--- config.mk ---
export PLATFORM = sky130hd
export DESIGN_NAME = rc_channel_frame_encoder_top
export DESIGN_NICKNAME = d
export VERILOG_FILES = /design/src/hdl/rcfe_pkg.sv /design/src/hdl/rc_channel_frame_encoder_top.sv /design/src/hdl/rcfe_chan_store.sv /design/src/hdl/rcfe_packer.sv /design/src/hdl/rcfe_crc8.sv
export SDC_FILE = /design/constraint.sdc
export NUM_CORES = 1
export LEC_CHECK = 0
export CAP_MARGIN = 10
export CORE_MARGIN = 4
export CORE_UTILIZATION = 50
export CTS_BUF_LIST = sky130_fd_sc_hd__clkbuf_8
export DETAILED_ROUTE_END_ITERATION = 8
export DONT_BUFFER_PORTS = 1
export PLACE_DENSITY = 0.68
export RECOVER_POWER = 25
export SETUP_SLACK_MARGIN = 0.4
export SLEW_MARGIN = 40
export SYNTH_ARGS = -nofsm -noshare
export SYNTH_HDL_FRONTEND = slang
export SYNTH_SLANG_ARGS = --single-unit
--- constraint.sdc ---
create_clock -name clk -period 5.41 [get_ports clk]
set_input_delay 1.082 -clock clk [delete_from_list [all_inputs] [get_ports clk]]
set_output_delay 1.082 -clock clk [all_outputs]
set_load 0.005 [all_outputs]
--- src/hdl/rcfe_pkg.sv ---
// Shared types and constants for the RC channel frame encoder.
// No dependencies; every other file in the project imports this package.
package rcfe_pkg;

	localparam int NUM_CHANNELS = 16;
	localparam int CHAN_W       = 11;
	localparam int IDX_W        = $clog2(NUM_CHANNELS);
	localparam int ACC_W        = CHAN_W + 7;
	localparam int CNT_W        = 5;
	localparam int CFG_IDX_W    = 8;

	localparam logic [CHAN_W-1:0] RESET_CENTER = 11'd992;
	localparam logic [7:0]        FRAME_LEN    = 8'd24;
	localparam logic [7:0]        CRC_POLY     = 8'hD5;
	localparam logic [4:0]        CHAN_BITS    = 5'd11;
	localparam logic [4:0]        BYTE_BITS    = 5'd8;

	localparam logic [CNT_W-1:0] POS_SYNC      = 5'd0;
	localparam logic [CNT_W-1:0] POS_LEN       = 5'd1;
	localparam logic [CNT_W-1:0] POS_KIND      = 5'd2;
	localparam logic [CNT_W-1:0] POS_PAY_FIRST = 5'd3;
	localparam logic [CNT_W-1:0] POS_PAY_LAST  = 5'd24;
	localparam logic [CNT_W-1:0] POS_CRC       = 5'd25;

	localparam logic [1:0] KIND_SET  = 2'd0;
	localparam logic [1:0] KIND_SEND = 2'd1;
	localparam logic [1:0] KIND_READ = 2'd2;

	localparam logic [CFG_IDX_W-1:0] REG_SYNC   = 8'd0;
	localparam logic [CFG_IDX_W-1:0] REG_KIND   = 8'd1;
	localparam logic [CFG_IDX_W-1:0] REG_LOW    = 8'd2;
	localparam logic [CFG_IDX_W-1:0] REG_HIGH   = 8'd3;
	localparam logic [CFG_IDX_W-1:0] REG_CENTER = 8'd4;

	typedef struct packed {
		logic [1:0]  kind;
		logic [7:0]  channel_number;
		logic [15:0] channel_value;
	} cmd_t;

	typedef struct packed {
		logic [CHAN_W-1:0] data;
		logic              is_frame_byte;
		logic              last;
	} result_t;

	typedef struct packed {
		logic clear;
		logic step;
	} step_ctl_t;

endpackage

--- src/hdl/rc_channel_frame_encoder_top.sv ---
// Set items give no result; a read answer is registered and appears in the cycle after start.
// A send item gives 26 frame bytes on consecutive cycles, the first once busy and then the result register are loaded;
// busy stays high until the CRC byte is sent, paced by the byte counter and the one-byte-per-cycle packer.
// A new item may start on the cycle busy falls, while the final frame byte is on the outputs.
// Asynchronous active-low reset sets all channels to 992 and the registers to their defaults.
// Depends on rcfe_pkg, rcfe_chan_store, rcfe_packer and rcfe_crc8.
module rc_channel_frame_encoder_top
	import rcfe_pkg::*;
(
	input  logic                 clk,
	input  logic                 arst_n,
	input  logic                 start,
	output logic                 busy,
	input  cmd_t                 cmd,
	output logic                 strobe,
	output result_t              result,
	input  logic                 cfg_valid,
	output logic                 cfg_ready,
	input  logic [CFG_IDX_W-1:0] cfg_index,
	input  logic [CHAN_W-1:0]    cfg_data
);

	logic [7:0]        sync_q;
	logic [7:0]        kind_code_q;
	logic [CHAN_W-1:0] clamp_low_q;
	logic [CHAN_W-1:0] clamp_high_q;
	logic [CHAN_W-1:0] center_q;

	logic              busy_q;
	logic [CNT_W-1:0]  cnt_q;
	logic              strobe_q;
	result_t           result_q;

	logic              accept;
	logic              chan_ok;
	logic [IDX_W-1:0]  cmd_idx;
	logic              in_payload;
	step_ctl_t         pack_ctl;
	step_ctl_t         crc_ctl;
	logic [IDX_W-1:0]  pack_idx;
	logic [IDX_W-1:0]  rd_idx;
	logic [CHAN_W-1:0] rd_value;
	logic [7:0]        pack_byte;
	logic [7:0]        crc_in;
	logic [7:0]        crc_value;
	logic [7:0]        frame_byte;
	logic [7:0]        chan_m1;

	assign accept    = start && !busy_q;
	assign chan_ok   = (cmd.channel_number != 8'd0) &&
	                   (cmd.channel_number <= 8'(NUM_CHANNELS));
	assign chan_m1   = cmd.channel_number - 8'd1;
	assign cmd_idx   = chan_m1[IDX_W-1:0];
	assign in_payload = (cnt_q >= POS_PAY_FIRST) && (cnt_q <= POS_PAY_LAST);
	assign rd_idx    = busy_q ? pack_idx : cmd_idx;

	always_comb begin
		pack_ctl.clear = accept && (cmd.kind == KIND_SEND);
		pack_ctl.step  = busy_q && in_payload;
		crc_ctl.clear  = pack_ctl.clear;
		crc_ctl.step   = busy_q && (in_payload || (cnt_q == POS_KIND));
		crc_in         = (cnt_q == POS_KIND) ? kind_code_q : pack_byte;
	end

	always_comb begin
		case (cnt_q)
			POS_SYNC: frame_byte = sync_q;
			POS_LEN:  frame_byte = FRAME_LEN;
			POS_KIND: frame_byte = kind_code_q;
			POS_CRC:  frame_byte = crc_value;
			default:  frame_byte = pack_byte;
		endcase
	end

	rcfe_chan_store u_store (
		.clk        (clk),
		.arst_n     (arst_n),
		.wr_en      (accept && (cmd.kind == KIND_SET) && chan_ok),
		.wr_idx     (cmd_idx),
		.wr_value   (cmd.channel_value),
		.clamp_low  (clamp_low_q),
		.clamp_high (clamp_high_q),
		.rd_idx     (rd_idx),
		.rd_value   (rd_value)
	);

	rcfe_packer u_packer (
		.clk      (clk),
		.arst_n   (arst_n),
		.ctl      (pack_ctl),
		.ch_value (rd_value),
		.ch_idx   (pack_idx),
		.byte_out (pack_byte)
	);

	rcfe_crc8 u_crc (
		.clk     (clk),
		.arst_n  (arst_n),
		.ctl     (crc_ctl),
		.byte_in (crc_in),
		.crc     (crc_value)
	);

	always_ff @(posedge clk or negedge arst_n) begin
		if (!arst_n) begin
			sync_q       <= 8'd200;
			kind_code_q  <= 8'd22;
			clamp_low_q  <= 11'd172;
			clamp_high_q <= 11'd1811;
			center_q     <= RESET_CENTER;
		end else if (cfg_valid) begin
			case (cfg_index)
				REG_SYNC:   sync_q       <= cfg_data[7:0];
				REG_KIND:   kind_code_q  <= cfg_data[7:0];
				REG_LOW:    clamp_low_q  <= cfg_data;
				REG_HIGH:   clamp_high_q <= cfg_data;
				REG_CENTER: center_q     <= cfg_data;
				default:    ;
			endcase
		end
	end

	always_ff @(posedge clk or negedge arst_n) begin
		if (!arst_n) begin
			busy_q   <= 1'b0;
			cnt_q    <= '0;
			strobe_q <= 1'b0;
			result_q <= '0;
		end else begin
			strobe_q <= 1'b0;
			if (busy_q) begin
				strobe_q               <= 1'b1;
				result_q.data          <= {3'd0, frame_byte};
				result_q.is_frame_byte <= 1'b1;
				result_q.last          <= (cnt_q == POS_CRC);
				cnt_q                  <= cnt_q + 1'b1;
				if (cnt_q == POS_CRC) begin
					busy_q <= 1'b0;
				end
			end else if (accept) begin
				if (cmd.kind == KIND_SEND) begin
					busy_q <= 1'b1;
					cnt_q  <= POS_SYNC;
				end else if (cmd.kind == KIND_READ) begin
					strobe_q               <= 1'b1;
					result_q.data          <= chan_ok ? rd_value : center_q;
					result_q.is_frame_byte <= 1'b0;
					result_q.last          <= 1'b1;
				end
			end
		end
	end

	assign busy      = busy_q;
	assign strobe    = strobe_q;
	assign result    = result_q;
	assign cfg_ready = 1'b1;

`ifndef NO_ASSERTIONS
	a_read_is_last: assert property (@(posedge clk) disable iff (!arst_n)
		strobe && !result.is_frame_byte |-> result.last)
		else $error("read answer not marked last");

	a_crc_ends_frame: assert property (@(posedge clk) disable iff (!arst_n)
		busy_q && (cnt_q == POS_CRC) |=> !busy_q && strobe_q && result_q.last)
		else $error("frame did not end after the CRC byte");

	a_busy_from_send: assert property (@(posedge clk) disable iff (!arst_n)
		$rose(busy_q) |-> $past(start && (cmd.kind == KIND_SEND)))
		else $error("busy rose without a send transaction");

	a_frame_last_idle: assert property (@(posedge clk) disable iff (!arst_n)
		strobe && result.last && result.is_frame_byte |-> !busy_q)
		else $error("final frame byte while still busy");

	a_busy_strobes: assert property (@(posedge clk) disable iff (!arst_n)
		busy_q && !$rose(busy_q) |-> strobe_q && result_q.is_frame_byte)
		else $error("gap in frame byte stream");
`endif

endmodule

--- src/hdl/rcfe_chan_store.sv ---
// Channel value store with clamping on write.
// Depends on rcfe_pkg for widths and the reset center value.
module rcfe_chan_store
	import rcfe_pkg::*;
(
	input  logic              clk,
	input  logic              arst_n,
	input  logic              wr_en,
	input  logic [IDX_W-1:0]  wr_idx,
	input  logic [15:0]       wr_value,
	input  logic [CHAN_W-1:0] clamp_low,
	input  logic [CHAN_W-1:0] clamp_high,
	input  logic [IDX_W-1:0]  rd_idx,
	output logic [CHAN_W-1:0] rd_value
);

	logic [CHAN_W-1:0] store_q [NUM_CHANNELS];
	logic [15:0]       raised;
	logic [15:0]       clamped;

	always_comb begin
		raised  = (wr_value < {5'd0, clamp_low}) ? {5'd0, clamp_low} : wr_value;
		clamped = (raised > {5'd0, clamp_high}) ? {5'd0, clamp_high} : raised;
	end

	always_ff @(posedge clk or negedge arst_n) begin
		if (!arst_n) begin
			for (int i = 0; i < NUM_CHANNELS; i++) begin
				store_q[i] <= RESET_CENTER;
			end
		end else if (wr_en) begin
			store_q[wr_idx] <= clamped[CHAN_W-1:0];
		end
	end

	assign rd_value = store_q[rd_idx];

endmodule

--- src/hdl/rcfe_packer.sv ---
// Byte-serial packer that turns 11-bit channels into LSB-first payload bytes.
// Depends on rcfe_pkg; reads one channel at a time from the channel store.
module rcfe_packer
	import rcfe_pkg::*;
(
	input  logic              clk,
	input  logic              arst_n,
	input  step_ctl_t         ctl,
	input  logic [CHAN_W-1:0] ch_value,
	output logic [IDX_W-1:0]  ch_idx,
	output logic [7:0]        byte_out
);

	logic [ACC_W-1:0] acc_q;
	logic [4:0]       have_q;
	logic [IDX_W-1:0] idx_q;
	logic             need;
	logic [ACC_W-1:0] ext;
	logic [ACC_W-1:0] merged;
	logic [4:0]       have_next;

	always_comb begin
		need      = have_q < BYTE_BITS;
		ext       = {7'd0, ch_value} << have_q[2:0];
		merged    = need ? (acc_q | ext) : acc_q;
		have_next = need ? (have_q + CHAN_BITS) : have_q;
	end

	always_ff @(posedge clk or negedge arst_n) begin
		if (!arst_n) begin
			have_q <= '0;
			idx_q  <= '0;
			acc_q  <= '0;
		end else if (ctl.clear) begin
			have_q <= '0;
			idx_q  <= '0;
			acc_q  <= '0;
		end else if (ctl.step) begin
			acc_q  <= {8'd0, merged[ACC_W-1:8]};
			have_q <= have_next - BYTE_BITS;
			if (need) begin
				idx_q <= idx_q + 1'b1;
			end
		end
	end

	assign ch_idx   = idx_q;
	assign byte_out = merged[7:0];

endmodule

--- src/hdl/rcfe_crc8.sv ---
// Running CRC-8 (polynomial 0xD5, zero start) updated one byte per cycle while step is high.
// Depends on rcfe_pkg for the polynomial and the control struct.
module rcfe_crc8
	import rcfe_pkg::*;
(
	input  logic       clk,
	input  logic       arst_n,
	input  step_ctl_t  ctl,
	input  logic [7:0] byte_in,
	output logic [7:0] crc
);

	logic [7:0] crc_q;
	logic [7:0] crc_next;

	always_comb begin
		crc_next = crc_q ^ byte_in;
		for (int b = 0; b < 8; b++) begin
			crc_next = crc_next[7] ? ({crc_next[6:0], 1'b0} ^ CRC_POLY)
			                       : {crc_next[6:0], 1'b0};
		end
	end

	always_ff @(posedge clk or negedge arst_n) begin
		if (!arst_n) begin
			crc_q <= '0;
		end else if (ctl.clear) begin
			crc_q <= '0;
		end else if (ctl.step) begin
			crc_q <= crc_next;
		end
	end

	assign crc = crc_q;

endmodule
==> metrics <==
run status=finished, final reports clean; reported max-cap violation count=0; die extent in x=184.8 um; cell internal power dissipation=5700 uW; total of flip-flops plus latches after synthesis=272; slowest stage cell on the critical path=sky130_fd_sc_hd__mux2_4; post-placement cell count=1812; Final #Nets=1559; GR Util met1=37.50%; initial antenna violation count=1; library cell with the highest instance count after synthesis=sky130_fd_sc_hd__mux2_2; CTS tree=yes; number of antenna diodes=0; Peak VDD IR=0.4335 mV; post-synthesis instance area=0.01563 mm2; worst clock skew=0.02701 ns; post-DR wirelength/cell=24.92 um; number of library cell types mapped by synthesis=80; H-tree Lvls=2; critical path startpoint category=input port; Mapped Nets=1525; Synth area leaders=sky130_fd_sc_hd__dfrtp_1, sky130_fd_sc_hd__dfstp_2, sky130_fd_sc_hd__mux2_2; P_leak=0.008025 uW; switching power summed over all nets=3905 uW; clock network latency to the later pin of the worst-skew pair=0.60 ns; clock slew at reported path FFs=0.06 ns; hold buffer count at CTS=0; final weighted congestion of routability-driven global placement=0.9137; final number of setup-violating endpoints=0; top cell types by occurrence after synthesis=sky130_fd_sc_hd__mux2_2, sky130_fd_sc_hd__dfrtp_1, sky130_fd_sc_hd__nor2_1; number of hold violations in the final report=0; Vias/cell=6.360; overall die height=184.8 um; setup repair after global routing missed its margin=yes; Comb power frac=53.1%; standard cell core area=0.03075 mm2; mean cell area of the mapped netlist=10.82 um2; type of element capturing the critical path=register; delay of the slowest cell on the worst path=0.37 ns; first-pass GRT wire length=70.39 mm; overall fraction of global-route tracks in use=26.22%; via count of the first global-routing pass=11990; half-perimeter wire length after placement=30.04 mm; share of async-settable or async-resettable flops after synthesis=100.0%; transition at the pin with the smallest max-transition slack=0.7574 ns; Iter 0 DRT Violations=1330; Worst Path Arrival=5.85 ns; fraction of the yosys area taken by sequential cells=44.36%; GRT Residual Overflow=0; clock sinks=272; power per unit of standard cell area=529.5 mW/mm2; Top-Level Pins=65; cell occurring most often along the worst timing path=sky130_fd_sc_hd__o21a_1; Yosys top cell area share=27.38%; cell area after placement=0.01668 mm2; Slew Limit Fails=0; combined buffer and inverter count along the critical path=2; most used flip-flop cell after synthesis=sky130_fd_sc_hd__dfrtp_1; number of enable flip-flop cells after synthesis=0; number of DRC violations after detailed routing=0; overall die area=0.03415 mm2; number of buffers on the longest clock path=3; num rows=64; count of yosys warnings during synthesis=0; vias after detailed routing=12170; type of the setup path with the least slack=in -> reg; Final Critical Period=5.368 ns; routing usage on met2=41.17%; grt peak-use layer=met2; final clock period utilization by the worst path=99.23%; net switching fraction of the power=40.65%; share of total power in the clock network=20.2%; ANT nets after route=0; peak clock frequency supported by timing=186.3 MHz; Tightest Hold Check Type=in -> async; critical path's top delay family=compound AO/OA/AOI/OAI gates; sequential group share of total power=26.7%; Critical Path RT=5.89 ns; total wire length after detailed routing=47.68 mm; total clock buffers created by CTS=48; first-pass detailed-route iteration total=6; root buffer cell=sky130_fd_sc_hd__clkbuf_8; fraction of layout cells with a size suffix above 1=35.53%; number of port buffers=0; number of instances in the synthesized netlist=1444; pin count of the biggest net entering global routing=273; maximum fanout count along the critical path=8; Finished Layout Cells=1913; Layout Cell Area excl Fill=0.01814 mm2; Area growth, synth to finish=16.06%; max_slew headroom=49.32%; library cell with the largest summed area after synthesis=sky130_fd_sc_hd__dfrtp_1; final design utilization=58.99%; initial standard-cell utilization of the core=50.83%; met3 demand-to-capacity share in global routing=4.811%
path summary, 6_finish.rpt:
check	slack, ns	cells after the start	from	end
max	0.04	25	cmd[1]	u_store.store_q[46]
min	0.19	0	arst_n	u_store.store_q[131]
max reg2reg	0.09	25	clamp_low_q[2]	u_store.store_q[46]
min reg2reg	0.48	2	u_packer.acc_q[5]	u_packer.acc_q[5]
max in group asynchronous	4.80	0	arst_n	u_store.store_q[148]
min in group clk	0.48	2	u_packer.acc_q[5]	u_packer.acc_q[5]
metrics by stage:
| stage | hold slack (ns) | TNS (ns) | power (uW) | worst slack (ns) |
|---|---|---|---|---|
| 2_1_floorplan | 0.4504 | -77.51 | 6556 | -0.5313 |
| 3_3_place_gp | 0.4665 | -95.78 | 7458 | -0.5805 |
| 3_5_place_dp | 0.4722 | -98.27 | 7572 | -0.6002 |
| 4_1_cts | 0.1563 | 0 | 9518 | 0.06344 |
| 5_1_grt | 0.1571 | -1.961 | 10150 | -0.05035 |
| 6_report | 0.1887 | 0 | 9605 | 0.04162 |
what timing repair did:
item,CTS,global route
pin swaps,1,10
buffers inserted,0,1
setup endpoints to repair,176,180
cloned,1,10
hold endpoints to repair,0,0
resized for setup,3,75
cell families after synthesis:
group           count (synthesis)  share of synthesized area (%)
compound gates                320                          14.01
xor+xnor                       31                          2.418
fa+ha+maj                      32                          2.562
buf+inv                       154                          4.323
flops                         272                          44.36
mux                           286                          21.48
other cells                     1                        0.02399
simple gates                  348                          10.83
power groups by stage:
stage	sequential, uW	combinational, uW	clock [uW]
2_1_floorplan	2390	4170	0
3_3_place_gp	2570	4890	0
3_5_place_dp	2570	5000	0
4_1_cts	2540	5000	1970
5_1_grt	2580	5500	2070
6_report	2560	5100	1940
sequential cells by signal, indices dropped and copies added, names as in the netlist:
register and cells:
sync_q 8, u_packer.have_q 5, clamp_high_q 11, result 13, u_packer.ch_idx 4, u_crc.crc 8
u_packer.acc_q 10, busy 1, strobe 1, cnt_q 5, u_store.store_q 176, kind_code_q 8
center_q 11, clamp_low_q 11
worst reg2reg max path, stage by stage (launching register included):
cell and delay, ns:
sky130_fd_sc_hd__dfstp_2 0.54, sky130_fd_sc_hd__inv_2 0.05, sky130_fd_sc_hd__ha_4 0.22, sky130_fd_sc_hd__a21o_1 0.17
sky130_fd_sc_hd__a21o_1 0.15, sky130_fd_sc_hd__a21o_1 0.15, sky130_fd_sc_hd__a21o_1 0.15, sky130_fd_sc_hd__a21o_1 0.18
sky130_fd_sc_hd__a21oi_2 0.14, sky130_fd_sc_hd__o21ai_2 0.11, sky130_fd_sc_hd__mux2_4 0.34, sky130_fd_sc_hd__ha_4 0.22
sky130_fd_sc_hd__nor2b_4 0.12, sky130_fd_sc_hd__o21a_1 0.17, sky130_fd_sc_hd__o21a_1 0.18, sky130_fd_sc_hd__o21a_1 0.16
sky130_fd_sc_hd__o21a_1 0.16, sky130_fd_sc_hd__o21a_1 0.18, sky130_fd_sc_hd__o21a_1 0.16, sky130_fd_sc_hd__o21a_1 0.16
sky130_fd_sc_hd__o21a_1 0.20, sky130_fd_sc_hd__o41ai_4 0.26, sky130_fd_sc_hd__buf_6 0.20, sky130_fd_sc_hd__clkbuf_16 0.20
sky130_fd_sc_hd__mux2_4 0.38, sky130_fd_sc_hd__mux2_4 0.28
cell type report:
| cell class | instances | area, um2 |
|---|---|---|
| fill | 2550 | 12610 |
| multi-input combinational | 1027 | 8861 |
| sequential | 272 | 6937 |
| clock buffer | 60 | 825.8 |
| timing repair buffer | 76 | 659.4 |
| tap | 396 | 495.5 |
| inverter | 53 | 198.9 |
| clock inverter | 29 | 162.7 |
routing by layer:
metal | vias to the layer above | part of all wire, %
met5 | - | 0.027
met4 | 2 | 2.8
met3 | 98 | 8.3
met2 | 546 | 46
met1 | 6172 | 43
li1 | 5348 | -
cell usage in the layout (no fill, tap or decap), types with 6 or more instances in the layout:
| cell | count |
|---|---|
| sky130_fd_sc_hd__o31a_1 | 6 |
| sky130_fd_sc_hd__a21o_1 | 13 |
| sky130_fd_sc_hd__nor3_1 | 27 |
| sky130_fd_sc_hd__mux2i_1 | 37 |
| sky130_fd_sc_hd__dfstp_2 | 101 |
| sky130_fd_sc_hd__inv_1 | 72 |
| sky130_fd_sc_hd__xor2_1 | 7 |
| sky130_fd_sc_hd__o31ai_1 | 16 |
| sky130_fd_sc_hd__clkbuf_8 | 60 |
| sky130_fd_sc_hd__nand3_1 | 20 |
| sky130_fd_sc_hd__mux4_2 | 16 |
| sky130_fd_sc_hd__a21oi_1 | 58 |
| sky130_fd_sc_hd__a22o_1 | 11 |
| sky130_fd_sc_hd__mux2_4 | 160 |
| sky130_fd_sc_hd__ha_1 | 26 |
| sky130_fd_sc_hd__o21ai_0 | 56 |
| sky130_fd_sc_hd__nor2_1 | 105 |
| sky130_fd_sc_hd__and3_1 | 7 |
| sky130_fd_sc_hd__dfrtp_1 | 168 |
| sky130_fd_sc_hd__or3_1 | 20 |
| sky130_fd_sc_hd__o211ai_1 | 23 |
| sky130_fd_sc_hd__o32a_1 | 7 |
| sky130_fd_sc_hd__o21a_1 | 14 |
| sky130_fd_sc_hd__mux2_2 | 81 |
| sky130_fd_sc_hd__nand2b_1 | 6 |
| sky130_fd_sc_hd__nor2b_1 | 46 |
| sky130_fd_sc_hd__a31oi_1 | 15 |
| sky130_fd_sc_hd__xnor2_1 | 16 |
| sky130_fd_sc_hd__a211o_1 | 8 |
| sky130_fd_sc_hd__nand2_1 | 75 |
| sky130_fd_sc_hd__o22ai_1 | 42 |
| sky130_fd_sc_hd__buf_4 | 69 |
Power figures use the tool's default switching activity.
